==> config.mk <==
export PLATFORM = sky130hd
export DESIGN_NAME = rlpi_ctrl
export DESIGN_NICKNAME = d
export VERILOG_FILES = /design/src/hdl/rlpi_pkg.sv /design/src/hdl/rlpi_ctrl.sv
export SDC_FILE = /design/constraint.sdc
export NUM_CORES = 1
export LEC_CHECK = 0
export BUFFER_PORTS_ARGS = -buffer_cell sky130_fd_sc_hd__buf_2
export CORE_MARGIN = 4
export CORE_UTILIZATION = 26
export DETAILED_ROUTE_END_ITERATION = 12
export PLACE_DENSITY_LB_ADDON = 0.25
export SLEW_MARGIN = 0
export SYNTH_ARGS = -nofsm -noshare
export SYNTH_HDL_FRONTEND = slang
export SYNTH_SLANG_ARGS = --single-unit
==> constraint.sdc <==
create_clock -name clk -period 2.2 [get_ports clk]
set_clock_uncertainty 0.15 [all_clocks]
set_input_delay 0.44 -clock clk [delete_from_list [all_inputs] [get_ports clk]]
set_output_delay 0.44 -clock clk [all_outputs]
set_load 0.02 [all_outputs]
==> src/hdl/rlpi_pkg.sv <==
// Shared types and constants for the rate-limited pose integrator.
// Holds the controller/datapath command and status structs and the CORDIC angle table.
// No dependencies.
`timescale 1ns / 1ps
`default_nettype none

package rlpi_pkg;

	localparam int CNT_W = 6;

	localparam logic [9:0]  RST_SUBSTEPS   = 10'd100;
	localparam logic [31:0] RST_STEP_TIME  = 32'd1431655;
	localparam logic [30:0] RST_MAX_TURN   = 31'd33554432;
	localparam logic [30:0] RST_TURN_STEP  = 31'd2796;
	localparam logic [30:0] RST_MAX_SPEED  = 31'd655360;
	localparam logic [30:0] RST_SPEED_STEP = 31'd44;

	localparam logic signed [33:0] CORDIC_INIT = 34'sd652032875;
	localparam logic signed [49:0] POS_MAX = 50'sd140737488355327;
	localparam logic signed [49:0] POS_MIN = -50'sd140737488355328;

	typedef enum logic [2:0] {
		REG_SUBSTEPS,
		REG_STEP_TIME,
		REG_MAX_TURN,
		REG_TURN_STEP,
		REG_MAX_SPEED,
		REG_SPEED_STEP
	} cfg_reg_t;

	typedef enum logic [3:0] {
		MS_NONE,
		MS_VX_C,
		MS_VY_S,
		MS_VX_S,
		MS_VY_C,
		MS_AA,
		MS_BB,
		MS_LL,
		MS_AL,
		MS_BL,
		MS_TR_ST,
		MS_VX_ST,
		MS_VY_ST
	} mul_sel_t;

	typedef enum logic [4:0] {
		A_NONE,
		A_LOAD_CMD,
		A_LOAD_STATE,
		A_TURN,
		A_CINIT,
		A_CSTEP,
		A_ACC_LOAD,
		A_ACC_ADD,
		A_WX,
		A_WY,
		A_DV,
		A_LPREP,
		A_SINIT,
		A_SSTEP,
		A_NUM_A,
		A_NUM_B,
		A_DSTEP,
		A_QA,
		A_QB,
		A_VSUM,
		A_VSTORE,
		A_HDG,
		A_POSX,
		A_POSY,
		A_CAPTURE
	} act_t;

	typedef struct packed {
		mul_sel_t    mul;
		act_t        act;
		logic [4:0]  idx;
		logic        lim_sel;
	} cmd_t;

	typedef struct packed {
		logic        exceed;
		logic        m_zero;
		logic [9:0]  substeps;
	} stat_t;

	function automatic logic [31:0] atan_turn(input logic [4:0] i);
		logic [31:0] r;
		unique case (i)
			5'd0:  r = 32'd536870912;
			5'd1:  r = 32'd316933406;
			5'd2:  r = 32'd167458907;
			5'd3:  r = 32'd85004756;
			5'd4:  r = 32'd42667331;
			5'd5:  r = 32'd21354465;
			5'd6:  r = 32'd10679838;
			5'd7:  r = 32'd5340247;
			5'd8:  r = 32'd2670163;
			5'd9:  r = 32'd1335087;
			5'd10: r = 32'd667544;
			5'd11: r = 32'd333772;
			5'd12: r = 32'd166886;
			5'd13: r = 32'd83443;
			5'd14: r = 32'd41722;
			5'd15: r = 32'd20861;
			5'd16: r = 32'd10430;
			5'd17: r = 32'd5215;
			5'd18: r = 32'd2608;
			5'd19: r = 32'd1304;
			5'd20: r = 32'd652;
			5'd21: r = 32'd326;
			5'd22: r = 32'd163;
			5'd23: r = 32'd81;
			5'd24: r = 32'd41;
			5'd25: r = 32'd20;
			5'd26: r = 32'd10;
			5'd27: r = 32'd5;
			5'd28: r = 32'd3;
			5'd29: r = 32'd1;
			5'd30: r = 32'd1;
			5'd31: r = 32'd0;
		endcase
		return r;
	endfunction

endpackage

`default_nettype wire

==> src/hdl/rlpi_ctrl.sv <==
// Sequencer for the pose integrator: steps the datapath through each substep.
// Depends on rlpi_pkg (cmd_t, stat_t).
`timescale 1ns / 1ps
`default_nettype none

module rlpi_ctrl #(
	parameter int CORDIC_STAGES = 16
) (
	input  wire                 clk,
	input  wire                 arst_n,
	input  wire                 in_valid,
	output logic                in_stall,
	input  wire                 kind,
	output logic                out_valid,
	input  wire                 out_stall,
	output rlpi_pkg::cmd_t      cmd,
	input  rlpi_pkg::stat_t     stat
);

	typedef enum logic [5:0] {
		S_IDLE, S_TURN, S_CINIT, S_CSTEP,
		S_R1, S_R2, S_R3, S_R4, S_R5, S_DV,
		S_LPREP, S_SQA, S_SQB, S_SQL, S_CMP,
		S_SINIT, S_SSTEP, S_AL, S_NUMA, S_DIVA, S_QA,
		S_NUMB, S_DIVB, S_QB, S_VSUM, S_VSTORE,
		S_HM, S_HA, S_PXM, S_PXA, S_PYA, S_DONE
	} state_t;

	state_t                       state_q;
	logic [rlpi_pkg::CNT_W-1:0]   cnt_q;
	logic [9:0]                   sub_q;
	logic                         pass_q;
	logic                         out_valid_q;
	logic                         out_free;
	state_t                       lim_ret;

	assign in_stall  = (state_q != S_IDLE);
	assign out_valid = out_valid_q;
	assign out_free  = !out_valid_q || !out_stall;
	assign lim_ret   = pass_q ? S_VSTORE : S_VSUM;

	always_comb begin
		cmd.mul     = rlpi_pkg::MS_NONE;
		cmd.act     = rlpi_pkg::A_NONE;
		cmd.idx     = cnt_q[4:0];
		cmd.lim_sel = pass_q;
		unique case (state_q)
			S_IDLE: begin
				if (in_valid)
					cmd.act = kind ? rlpi_pkg::A_LOAD_STATE : rlpi_pkg::A_LOAD_CMD;
			end
			S_TURN:   cmd.act = rlpi_pkg::A_TURN;
			S_CINIT:  cmd.act = rlpi_pkg::A_CINIT;
			S_CSTEP:  cmd.act = rlpi_pkg::A_CSTEP;
			S_R1:     cmd.mul = rlpi_pkg::MS_VX_C;
			S_R2: begin
				cmd.mul = rlpi_pkg::MS_VY_S;
				cmd.act = rlpi_pkg::A_ACC_LOAD;
			end
			S_R3: begin
				cmd.mul = rlpi_pkg::MS_VX_S;
				cmd.act = rlpi_pkg::A_WX;
			end
			S_R4: begin
				cmd.mul = rlpi_pkg::MS_VY_C;
				cmd.act = rlpi_pkg::A_ACC_LOAD;
			end
			S_R5:     cmd.act = rlpi_pkg::A_WY;
			S_DV:     cmd.act = rlpi_pkg::A_DV;
			S_LPREP:  cmd.act = rlpi_pkg::A_LPREP;
			S_SQA:    cmd.mul = rlpi_pkg::MS_AA;
			S_SQB: begin
				cmd.mul = rlpi_pkg::MS_BB;
				cmd.act = rlpi_pkg::A_ACC_LOAD;
			end
			S_SQL: begin
				cmd.mul = rlpi_pkg::MS_LL;
				cmd.act = rlpi_pkg::A_ACC_ADD;
			end
			S_CMP:    cmd.act = rlpi_pkg::A_NONE;
			S_SINIT:  cmd.act = rlpi_pkg::A_SINIT;
			S_SSTEP:  cmd.act = rlpi_pkg::A_SSTEP;
			S_AL:     cmd.mul = rlpi_pkg::MS_AL;
			S_NUMA: begin
				cmd.mul = rlpi_pkg::MS_BL;
				cmd.act = rlpi_pkg::A_NUM_A;
			end
			S_DIVA:   cmd.act = rlpi_pkg::A_DSTEP;
			S_QA:     cmd.act = rlpi_pkg::A_QA;
			S_NUMB:   cmd.act = rlpi_pkg::A_NUM_B;
			S_DIVB:   cmd.act = rlpi_pkg::A_DSTEP;
			S_QB:     cmd.act = rlpi_pkg::A_QB;
			S_VSUM:   cmd.act = rlpi_pkg::A_VSUM;
			S_VSTORE: cmd.act = rlpi_pkg::A_VSTORE;
			S_HM:     cmd.mul = rlpi_pkg::MS_TR_ST;
			S_HA:     cmd.act = rlpi_pkg::A_HDG;
			S_PXM:    cmd.mul = rlpi_pkg::MS_VX_ST;
			S_PXA: begin
				cmd.mul = rlpi_pkg::MS_VY_ST;
				cmd.act = rlpi_pkg::A_POSX;
			end
			S_PYA:    cmd.act = rlpi_pkg::A_POSY;
			S_DONE: begin
				if (out_free)
					cmd.act = rlpi_pkg::A_CAPTURE;
			end
			default:  cmd.act = rlpi_pkg::A_NONE;
		endcase
	end

	always_ff @(posedge clk or negedge arst_n) begin
		if (!arst_n) begin
			state_q     <= S_IDLE;
			cnt_q       <= '0;
			sub_q       <= '0;
			pass_q      <= 1'b0;
			out_valid_q <= 1'b0;
		end else begin
			if (state_q == S_DONE && out_free)
				out_valid_q <= 1'b1;
			else if (!out_stall)
				out_valid_q <= 1'b0;
			unique case (state_q)
				S_IDLE: begin
					if (in_valid) begin
						sub_q <= '0;
						if (kind || stat.substeps == 10'd0)
							state_q <= S_DONE;
						else
							state_q <= S_TURN;
					end
				end
				S_TURN: state_q <= S_CINIT;
				S_CINIT: begin
					cnt_q   <= '0;
					state_q <= S_CSTEP;
				end
				S_CSTEP: begin
					cnt_q <= cnt_q + 1'b1;
					if (cnt_q == rlpi_pkg::CNT_W'(CORDIC_STAGES - 1))
						state_q <= S_R1;
				end
				S_R1: state_q <= S_R2;
				S_R2: state_q <= S_R3;
				S_R3: state_q <= S_R4;
				S_R4: state_q <= S_R5;
				S_R5: state_q <= S_DV;
				S_DV: begin
					pass_q  <= 1'b0;
					state_q <= S_LPREP;
				end
				S_LPREP: state_q <= S_SQA;
				S_SQA:   state_q <= S_SQB;
				S_SQB:   state_q <= S_SQL;
				S_SQL:   state_q <= S_CMP;
				S_CMP:   state_q <= stat.exceed ? S_SINIT : lim_ret;
				S_SINIT: begin
					cnt_q   <= '0;
					state_q <= S_SSTEP;
				end
				S_SSTEP: begin
					cnt_q <= cnt_q + 1'b1;
					if (cnt_q == rlpi_pkg::CNT_W'(31))
						state_q <= S_AL;
				end
				S_AL: state_q <= stat.m_zero ? lim_ret : S_NUMA;
				S_NUMA: begin
					cnt_q   <= '0;
					state_q <= S_DIVA;
				end
				S_DIVA: begin
					cnt_q <= cnt_q + 1'b1;
					if (cnt_q == rlpi_pkg::CNT_W'(31))
						state_q <= S_QA;
				end
				S_QA: state_q <= S_NUMB;
				S_NUMB: begin
					cnt_q   <= '0;
					state_q <= S_DIVB;
				end
				S_DIVB: begin
					cnt_q <= cnt_q + 1'b1;
					if (cnt_q == rlpi_pkg::CNT_W'(31))
						state_q <= S_QB;
				end
				S_QB: state_q <= lim_ret;
				S_VSUM: begin
					pass_q  <= 1'b1;
					state_q <= S_LPREP;
				end
				S_VSTORE: state_q <= S_HM;
				S_HM:     state_q <= S_HA;
				S_HA:     state_q <= S_PXM;
				S_PXM:    state_q <= S_PXA;
				S_PXA:    state_q <= S_PYA;
				S_PYA: begin
					if (sub_q + 10'd1 == stat.substeps) begin
						state_q <= S_DONE;
					end else begin
						sub_q   <= sub_q + 10'd1;
						state_q <= S_TURN;
					end
				end
				S_DONE: begin
					if (out_free)
						state_q <= S_IDLE;
				end
				default: state_q <= S_IDLE;
			endcase
		end
	end

endmodule

`default_nettype wire

==> summary by stage, run 1 <==
Timing
The count of endpoints failing hold in the final timing report is 0. Summed over all failing endpoints, the final setup total negative slack is -1.335 ns. The total count of max-transition violations in the final report is 0.

Setup repair after global routing could not meet its margin everywhere. In the finished design, the share of the clock period the worst path needs comes to 1.053. Timing would allow up to 431.6 MHz. At the pin with the least slew margin, the transition time is 0.5722 ns. The final count of negative-setup-slack endpoints is 21. In the post-route analysis, the smallest setup slack over all paths is -0.1168 ns. In this run the tightest slew margin relative to its limit is 0.6185. The smallest clock period supported by the final layout is computed as 2.317 ns.

Global routing
The via count of the first global-routing pass is 2,734. Entering global routing, the biggest net connects 24 pins. The first global-routing pass estimated 13,450 um of wire. The number of antenna violations at the first check in global routing is 0.

After global routing the overflow that remains totals 0. In the global route stage, overall resource usage came out at 0.1585.

Clocking
The clock insertion delay at the later pin of the skew report is 0.27 ns. The clock buffer count from CTS is 3. The total number of H-tree levels is 1. The number of clock sinks seen by CTS is 23. After clock tree synthesis, the clock-pin slew on the worst setup and hold paths is 0.09 ns. The CTS tree is done.

After clock tree synthesis, the flow added hold-fix buffers numbering 0. The buffer cell driving the clock tree root is clkbuf_8. The maximum root-to-sink buffer count is 2.

Synth
The cell area after technology mapping is 2347 um2. The top flip-flop cell by instance count after synthesis is dfrtp_1. The count of unique library cells instantiated by Yosys is 54. The synthesized net count is 350. The gate count of the mapped netlist is 331.

The post-synthesis cell type with the largest combined area is dfrtp_1. Each instance of the synthesized netlist takes up on average 7.091 um2. The Yosys step of the flow raised 0 warnings. The number of flops mapped to enable cells by yosys is 0. The proportion of synthesized flip-flops having asynchronous set or reset is 1.000. The share of the synthesized area in the top cell type is 0.2452. In the post-synthesis netlist, the biggest area contributors are dfrtp_1, o21ai_0, nand2_1, nor2_1, xnor2_1. The synthesized design contains 23 register bits. In the post-synthesis netlist, the cell with the most instances is o21ai_0. Of the synthesized area, sequential elements account for 0.2452. Counting instances in the post-synthesis netlist gives the leading cell types as o21ai_0, nand2_1, nor2_1.

Placement
The quantity of I/O buffers inserted on ports is 33. At the placement stage, the worst setup path has a slack of -0.1044 ns. The final weighted congestion of routability-driven global placement is 0.8545. The count of placed standard cells including taps is 522. The HPWL after detailed placement is 6287 um.

Worst setup path
The count of buffering cells on the critical path with inverters included is 0. For the worst setup path, the data arrival time is 2.37 ns. The path type of the worst setup path is flop to flop.

For the worst flop-to-flop path, the logic depth is 8. Counting stages on the worst path, the most repeated cell is a22o_1. The worst setup path is launched from a flop.

Along the worst path, the maximum fanout reaches 6. The worst register-to-register path begins at sub_q[1]. In this run the register-to-register setup slack is -0.12 ns. The signal on the critical path passes through ha_4 -> xor2_1 -> a211o_1 -> nor4b_4 -> o2111ai_4 -> a22o_1 -> a22o_1 -> a21oi_1.

The capture point of the worst reg-to-reg path is state_q[1]. The slowest stage of the critical path is the dfrtp_1 cell. The critical path required time is 2.25 ns. The largest stage delay on the critical path is 0.43 ns. STA classifies the critical path endpoint as a flop. The cell class contributing the biggest share of worst-path delay is compound AO/OA/AOI/OAI gates.

Cells and area
Counting the fill cells in the layout gives 864. The repair_antennas step left the layout with diodes totalling 0. From synthesis to final layout, the design area changed by 62.26%.

The number of cells in the finished layout apart from fillers is 547. For this run, the share of the core covered by cells in the final layout is 0.4346. The number of nets in the final layout is 459. The fraction of layout cells with a size suffix above 1 is 0.4670.

Die
From bottom edge to top edge, the die measures 103.0 um. For this configuration, the core starts out at a cell density of 0.2678. The die covers 10,610 um2.

The floorplan step set the die width to 103.0 um. After floorplanning, the core was divided into 34 placement rows. The placeable core area is 8763 um2. The number of top-level pins is 34.

Route
The routed wire length is 8820 um. The met1 wire length is 3915 um. The routed wire length per instance is 16.12 um.

Wire segments on met3 add up to 399 um in the final route. The DRC violation count after routing is 0. In this run the top signal layer used is met4. The antenna violation net count after detailed routing is 0. The number of DRC markers in iteration 0 is 251. The number of detailed-route iterations in the first pass is 4. The vias per cell is 5.371.

The final route contains 2,938 vias. The met2 layer wire length in the routed design is 4340 um.

Status
The final reports fail on negative setup slack. The flow ran to the end, but the final reports show violations.

Power
In this run the static leakage power is 1.615 nW. IR analysis of the VDD net gives a maximum drop of 0.4730 mV. Dividing total power by cell area gives a power density of 1221 nW/um2.

Job
Across the run, the number of max-cap violations was 0.

Min path
The classification of the worst-slack hold path is primary input to async pin.
layout make-up:
type | count | area (um2) | share of cell area
Clock inverter | 1 | 5.005 | 0.001314
Timing Repair Buffer | 133 | 1127 | 0.2960
Multi-Input combinational cell | 273 | 1892 | 0.4967
Sequential cell | 23 | 581.8 | 0.1528
Tap cell | 108 | 135.1 | 0.03548
Clock buffer | 3 | 41.29 | 0.01084
Inverter | 6 | 26.28 | 0.006899
kinds of logic after synthesis:
group | count (synthesis) | share of synthesized area
AND/OR/NAND/NOR | 147 | 0.3129
multiplexers | 1 | 0.004265
AO/OA/AOI/OAI | 110 | 0.3028
flip-flops | 23 | 0.2452
adder cells (fa/ha/maj) | 2 | 0.01066
XOR/XNOR | 13 | 0.04851
buffers and inverters | 35 | 0.07569
how the worst max path moves through the flow:
stage,endpoint,slack (ns),depth (start not counted),startpoint
floorplan,state_q[1],-0.11,9,sub_q[0]
CTS,cmd[6],-0.13,7,state_q[2]
detailed placement,state_q[1],-0.10,8,sub_q[0]
global route,sub_q[2],-0.24,9,sub_q[1]
global placement,state_q[1],-0.06,8,sub_q[1]
finish,state_q[1],-0.12,8,sub_q[1]
metrics by stage:
step	cell area (um2)	total power, mW	hold WS [ns]
3_5_place_dp	3164	3.261	0.3135
5_1_grt	3809	4.946	0.01860
4_1_cts	3417	3.970	0.01562
3_3_place_gp	3164	3.262	0.3175
6_report	3809	4.651	0.002411
2_1_floorplan	2401	2.180	-0.005591
state kept, by name (all words and copies together) (netlist names):
signal     cells
cnt_q          6
out_valid      1
pass_q         1
state_q        5
sub_q         10
worst register-to-register path, delay by kind of cell, from the launching register on:
family / cells / cell delay [ns]
fa+ha+maj: 1 / 0.26
compound gates: 5 / 1.02
xor+xnor: 1 / 0.14
flops: 1 / 0.43
simple gates: 1 / 0.26
repair_timing:
item,CTS,global route
buffers inserted,7,12
gates cloned,1,1
pin swaps,12,31
gates resized for setup,59,69
endpoints found under the setup margin,24,26
routing by layer:
layer  up-vias  global-route usage
met5         -                   0
met2        80              0.2659
met3        16             0.02436
li1       1419                   -
met1      1423              0.2129
met4         0             0.03984
power by group:
group	internal (mW)	switching [mW]	total, mW	leakage, nW
Sequential	0.507	0.131	0.637	0.301
Combinational	1.90	1.84	3.74	1.29
Clock	0.127	0.147	0.274	0.0255
Total	2.54	2.11	4.65	1.61
cell usage in the layout (no fill, tap or decap), types with 4 or more instances in the layout:
cell      instances
o21ai_0          22
buf_6            23
dfrtp_2           5
nor2_1           31
nor3_1            4
buf_12            4
nor2b_1           5
dfrtp_1          18
nor2b_4           4
o21ai_2          11
xnor2_1          10
and2_1            4
buf_4            80
nand2b_1         10
nor2_2            6
o31ai_1           5
a21oi_1          13
nand2_1          35
buf_2            23
nand3_1          13
o221ai_2          4
o21ai_1          16
a31oi_1           4
inv_1             4
nand4_1           4
(Power assumes the default switching activity.)
==> run 2, diff against run 1 <==
--- a/config.mk
+++ b/config.mk
@@ -9,7 +9,9 @@
 export CORE_MARGIN = 4
 export CORE_UTILIZATION = 26
 export DETAILED_ROUTE_END_ITERATION = 12
+export HOLD_SLACK_MARGIN = 0.05
 export PLACE_DENSITY_LB_ADDON = 0.25
+export REMOVE_ABC_BUFFERS = 1
 export SLEW_MARGIN = 0
 export SYNTH_ARGS = -nofsm -noshare
 export SYNTH_HDL_FRONTEND = slang
==> summary by stage, run 2 (synthesized netlist as in run 1, its figures left out) <==
Route
In the routed layout, each cell is associated on average with a via count of 5.220. In this run, the number of DRC markers left after iteration 0 of detailed routing was 129. The antenna violation net count after detailed routing is 0. Wires add up to 8818 um. For this run, design rule violations remaining after detail routing come to 0. The number of detailed-route iterations in the first pass is 4. The routed layout has 2,866 vias. The routed wire length per instance is 16.06 um.

Clocking
The total number of H-tree levels is 1. The clock buffer count from CTS is 3. CTS saw 23 sinks. The buffer cell driving the clock tree root is clkbuf_8. At the later pin of the worst-skew pair, clock insertion delay measures 0.27 ns.

Clock-pin slew was measured on the worst setup and hold paths at 0.10 ns. The maximum root-to-sink buffer count is 2. The CTS tree is done.

Die
The die area is 10,610 um2. The placeable core area is 8763 um2. The initial core utilization is 0.2678. The die is 103.0 um tall. The initialized floorplan defines 34 standard-cell rows. The die span in x is 103.0 um.

In this run the count of I/O pins placed on the die edge is 34.

Timing
The worst pin sits at a relative slew slack of 0.6041. Setup repair after global routing could not meet its margin everywhere. The actual slew at the worst max-slew pin is 0.5938 ns. For this run, the top clock speed supported by timing is 412.9 MHz.

The final cycle utilization of the critical path is 1.101. After layout, the minimum clock period comes to 2.422 ns. The count of endpoints failing hold in the final timing report came to 0. The total count of max-transition violations in the final report came to 0. Hold timing on the final database bottoms out at a slack of 0.3953 ns. Setup slack on the critical path of the routed design comes to -0.2221 ns.

The final count of negative-setup-slack endpoints is 19.

Worst setup path
The number of cells on the worst reg-to-reg path is 8. The internal reg-to-reg setup slack is -0.14 ns. The largest driver fanout on the critical path is 5. The largest stage delay on the critical path is 0.48 ns.

The arrival time of the worst setup path is 1.83 ns. The beginning of the worst register-to-register path is sub_q[0]. The path type of the worst setup path is flop to primary output. The signal on the critical path passes through nand2b_4 -> and3_1 -> nor2_1 -> o221ai_2 -> o21ai_1 -> nand2_1 -> buf_6.

The critical-path cell with the highest stage delay is dfrtp_2. The sort of element at the start of the critical path is a flop. For the worst setup path, the data required time is 1.61 ns. The kind of end point of the critical path is a primary output.

The worst register-to-register path ends at state_q[1].

Cells and area
The fraction of layout cells with a size suffix above 1 is 0.4444. Leaving out fill and tap cells, the most frequent cell in the layout is buf_4. The antenna cell count is 0.

The number of nets in the final layout is 461. In the layout the commonest cells are buf_4, nand2_1, nor2_1. The finished layout holds 549 standard cells, fillers aside.

In the final layout, the registers with the most flip-flops are sub_q (10), cnt_q (6), state_q (5). The area growth from synthesis to layout is 59.28%. The flip-flop count of the largest register after layout is 10. Ranked by flip-flop count, first place goes to sub_q.

Global routing
Entering global routing, the biggest net connects 24 pins. Global routing finished with a remaining overflow of 0. The via count of the first global-routing pass is 2,749. The number of antenna violations at the first check in global routing was 0.

The overall fraction of global-route tracks in use is 0.1563. The first global-routing pass estimated 13,230 um of wire.

Status
The flow ran to the end, but the final reports show violations. The final reports fail on negative setup slack.

Placement
During placement, the flow inserted port buffers numbering 33. The final weighted congestion of routability-driven global placement is 0.8647. The pre-CTS setup slack is -0.1873 ns. After detailed placement, the design holds a cell count of 521. The HPWL reported at the end of detailed placement is 6164 um.

Job
The tool flagged a number of max-cap violations equal to 0.

Min path
In this run the worst hold path is classified as flop to flop. The worst hold path depth is 2. The critical hold path startpoint is cnt_q[1]. The worst hold path terminates at cnt_q[1].

Power
The static leakage is 1.608 nW. The cell area power density is 1218 nW/um2. The largest voltage drop on the vdd net is 0.7403 mV.
## run 2: changes by cell type in the layout (fill, tap and decap cells not counted), moves of 3 or more
| cell | before | now |
|---|---|---|
| buf_2 | 23 | 26 |
| o22ai_2 | 3 | 0 |
| o21ai_1 | 16 | 13 |
| o22ai_1 | 1 | 4 |
| buf_12 | 4 | 1 |
| buf_6 | 23 | 20 |
## run 2: worst max path at each step
| stage | start | to | slack [ns] |
|---|---|---|---|
| CTS | state_q[2] | cmd[12] | -0.10 |
| detailed placement | sub_q[0] | state_q[1] | -0.19 |
| global route | state_q[4] | cmd[7] | -0.27 |
| floorplan | state_q[0] | state_q[1] | -0.31 |
| global placement | sub_q[0] | state_q[1] | -0.14 |
| finish | state_q[2] | cmd[7] | -0.22 |
## run 2: what timing repair did
action / in CTS / in global routing
endpoints found under the hold margin: 23 / 0
resized for setup: 64 / 62
setup buffers: 12 / 9
cloned: 2 / 2
hold buffers: 1 / 0
pin swaps: 21 / 20
setup endpoints to repair: 25 / 27
## run 2: critical path: cells and delay by family (launching register included)
| family | cells | cell delay [ns] |
|---|---|---|
| AND/OR/NAND/NOR | 4 | 0.67 |
| flip-flops | 1 | 0.48 |
| AO/OA/AOI/OAI | 2 | 0.24 |
| buffers and inverters | 1 | 0.16 |
## run 2: layer usage
metal / vias up / routed length (um) / track usage
met5: - / 0 / 0
met4: 0 / 142 / 0.04183
met3: 15 / 455 / 0.01488
met2: 80 / 4414 / 0.2674
met1: 1350 / 3806 / 0.2099
li1: 1421 / - / -
## run 2: area by class of cell
type                       instances  area (um2)
clock buffer                       4       45.04
tap                              108       135.1
sequential                        23       581.8
multi-input combinational        273        1858
fill                             896        5025
inverter                           6       22.52
timing repair buffer             135        1096
## run 2: power by group
group / internal [mW] / switching, mW
clock network: 0.130 / 0.153
logic: 1.83 / 1.82
registers: 0.507 / 0.124
## run 2: through the flow
step                area [um2]  utilization  setup TNS [ns]  total power [mW]
finish                    3739       0.4266          -1.852             4.555
global route              3739       0.4266          -3.849             4.852
CTS                       3411       0.3892          -1.194             3.921
detailed placement        3090       0.3527          -1.981             3.172
global placement          3090       0.3527          -1.400             3.168
floorplan                 2192            -          -2.943             1.984
==> run 3, diff against run 2 <==
--- a/config.mk
+++ b/config.mk
@@ -11,6 +11,7 @@
 export DETAILED_ROUTE_END_ITERATION = 12
 export HOLD_SLACK_MARGIN = 0.05
 export PLACE_DENSITY_LB_ADDON = 0.25
+export RECOVER_POWER = 100
 export REMOVE_ABC_BUFFERS = 1
 export SLEW_MARGIN = 0
 export SYNTH_ARGS = -nofsm -noshare
==> summary by stage, run 3 (synthesized netlist as in run 1, its figures left out) <==
Route
The first TritonRoute pass finished after 5 iterations. Dividing the detail-routed wire length by the instance count gives 15.98 um. The detail route stage leaves a number of antenna-violating nets equal to 0. Using the TritonRoute via totals, the vias-per-cell ratio works out to 5.257. The DRC violation count after routing is 0. The wire length on met3 is 429 um. The uppermost metal layer occupied by signal nets is met4. The routed wire length is 8774 um. The number of DRC markers in iteration 0 is 127.

The routed via count is 2,886. The routed design uses 4401 um of met2 wire. For this block, wires on met1 add up to 3785 um.

Timing
The total count of max-transition violations in the final report is 0. Setup repair after global routing could not meet its margin everywhere. The maximum clock frequency is 414.2 MHz.

The minimum clock period is 2.415 ns. The count of endpoints failing hold in the final timing report is 0. In this run the tightest slew margin relative to its limit is 0.5561. The final count of negative-setup-slack endpoints is 19. At the pin with the least slew margin, the transition time is 0.6658 ns. Across all setup checks in the final design, the least slack found is -0.2145 ns. The final cycle utilization of the critical path is 1.098.

Power
The switching portion of total power is 0.4609. The total net switching power is 2.083 mW. The power share of the clock group is 0.062. The internal portion of total power is 2.437 mW.

The sum of internal, switching and leakage power is 4.520 mW. In this run the static leakage power is 1.580 nW. The cell area power density is 1215 nW/um2. The largest voltage drop on the vdd net is 0.7364 mV. The share of total power dissipated in sequential elements is 0.139. The share of total power dissipated in combinational logic is 0.800.

Die
The floorplan step defined a die boundary enclosing 10,610 um2. The placeable core area is 8763 um2. The floorplan die height is 103.0 um. The number of cell rows is 34. The die is 103.0 um wide. The number of top-level pins is 34. The initial utilization of the core area, before any placement, comes to 0.2678.

Cells and area
The most common cell after layout, fill and taps aside is buf_4. The number of nets in the final layout is 461. The antenna cell count is 0. The final design utilization is 0.4245. More flip-flops sit in one register than any other, and that register is sub_q. The flip-flop count of the largest register after layout is 10. The area growth from synthesis to layout is 58.48%. The number of cells in the finished layout apart from fillers is 549. Of the cells placed in the final design, the portion with a size suffix greater than 1 is 0.4263. The largest registers in the layout are sub_q (10), cnt_q (6), state_q (5).

In the layout the commonest cells are buf_4, nand2_1, nor2_1.

Placement
Detailed placement ended at an HPWL of 6164 um. The final weighted congestion of routability-driven global placement is 0.8647. The count of placed standard cells including taps is 521. In this run the tool buffered the top-level ports with 33 buffer cells.

Worst setup path
The worst setup path is captured at a primary output. In this run the worst path has a maximum fanout of 5. The sort of element at the start of the critical path is a flop. On the critical path the largest part of the delay comes from simple AND/OR/NAND/NOR gates.

The critical-path cell with the highest stage delay is dfrtp_2. Traced cell by cell, the critical path runs through nand2b_4 -> and3_1 -> nor2_1 -> o221ai_2 -> o21ai_1 -> nand2_1 -> buf_6. The path type of the worst setup path is flop to primary output. STA puts the critical path data required time at 1.61 ns.

Counting both buffers and inverters, the worst setup path holds a total of 1. The largest single stage delay on the critical path is 0.48 ns. The arrival time of the worst setup path is 1.82 ns.

Global routing
Entering global routing, the biggest net connects 24 pins. The via count of the first global-routing pass is 2,749. The overall fraction of global-route tracks in use is 0.1563. The total grt overflow is 0. The number of antenna violations at the first check in global routing is 0. The first global-routing pass estimated 13,230 um of wire.

Min path
The tightest min-delay check is of the flop to flop type.

Clocking
The CTS tree is done. After clock tree synthesis, the clock-pin slew on the worst setup and hold paths is 0.10 ns. In this run the clock root is driven by a clkbuf_8. The maximum root-to-sink buffer count is 2. The number of clock buffers added by TritonCTS is 3. The clock insertion delay at the later pin of the skew report is 0.27 ns. The number of clock sinks seen by CTS is 23. The total number of H-tree levels is 1.

Status
The flow ran to the end, but the final reports show violations. The final reports fail on negative setup slack.

Job
The max-cap check violation count is 0.
==> run 3: power by group through the flow <==
stage	sequential (mW)	clock [mW]	combinational, mW
after floorplan	0.795	0	1.19
after global placement	0.603	0	2.57
after detailed placement	0.604	0	2.57
after CTS	0.616	0.291	3.01
after global routing	0.637	0.300	3.89
final	0.628	0.278	3.61
==> run 3: metrics by stage <==
step	worst slack [ns]	hold WS (ns)	TNS, ns	area, um2
floorplan	-0.3104	-0.005591	-2.943	2192
global placement	-0.1418	0.3238	-1.400	3090
detailed placement	-0.1873	0.3290	-1.981	3090
CTS	-0.1045	0.3941	-1.194	3411
global route	-0.2720	0.4291	-4.194	3720
finish	-0.2145	0.3993	-1.935	3720
==> run 3: final timing paths <==
path | startpoint | end | slack (ns) | depth (start not counted)
worst max-delay path | state_q[2] | cmd[7] | -0.21 | 7
worst min-delay path | cnt_q[1] | cnt_q[1] | 0.40 | 2
worst max register to register | sub_q[0] | state_q[1] | -0.14 | 8
worst min register to register | cnt_q[1] | cnt_q[1] | 0.40 | 2
max in group asynchronous | arst_n | state_q[1] | 0.87 | 2
min in group asynchronous | arst_n | pass_q | 0.57 | 2
==> run 3: area by class of cell <==
| cell class | count | area, um2 |
|---|---|---|
| Clock buffer | 4 | 45.04 |
| Fill cell | 900 | 5044 |
| Inverter | 6 | 22.52 |
| Multi-Input combinational cell | 273 | 1858 |
| Sequential cell | 23 | 580.6 |
| Tap cell | 108 | 135.1 |
| Timing Repair Buffer | 135 | 1079 |
==> run 3: what timing repair did <==
| item | 4_1_cts | 5_1_grt |
|---|---|---|
| buffers inserted | 12 | 9 |
| endpoints found under the hold margin | 23 | 0 |
| hold buffers | 1 | 0 |
| pin swaps | 21 | 20 |
| setup endpoints to repair | 25 | 27 |
| gates resized for setup | 64 | 62 |
| cloned | 2 | 2 |
==> run 3: tightest hold or removal path, delay by kind of cell (launching register included) <==
family             cells  cell delay, ns
AOI/OAI and AO/OA      1            0.07
and+or+nand+nor        1            0.06
DFF                    1            0.39
==> run 3: routing by layer <==
metal / GRT usage / vias to the layer above
met3: 0.01488 / 15
met4: 0.04183 / 0
met5: 0 / -
met2: 0.2674 / 69
li1: - / 1422
met1: 0.2099 / 1380
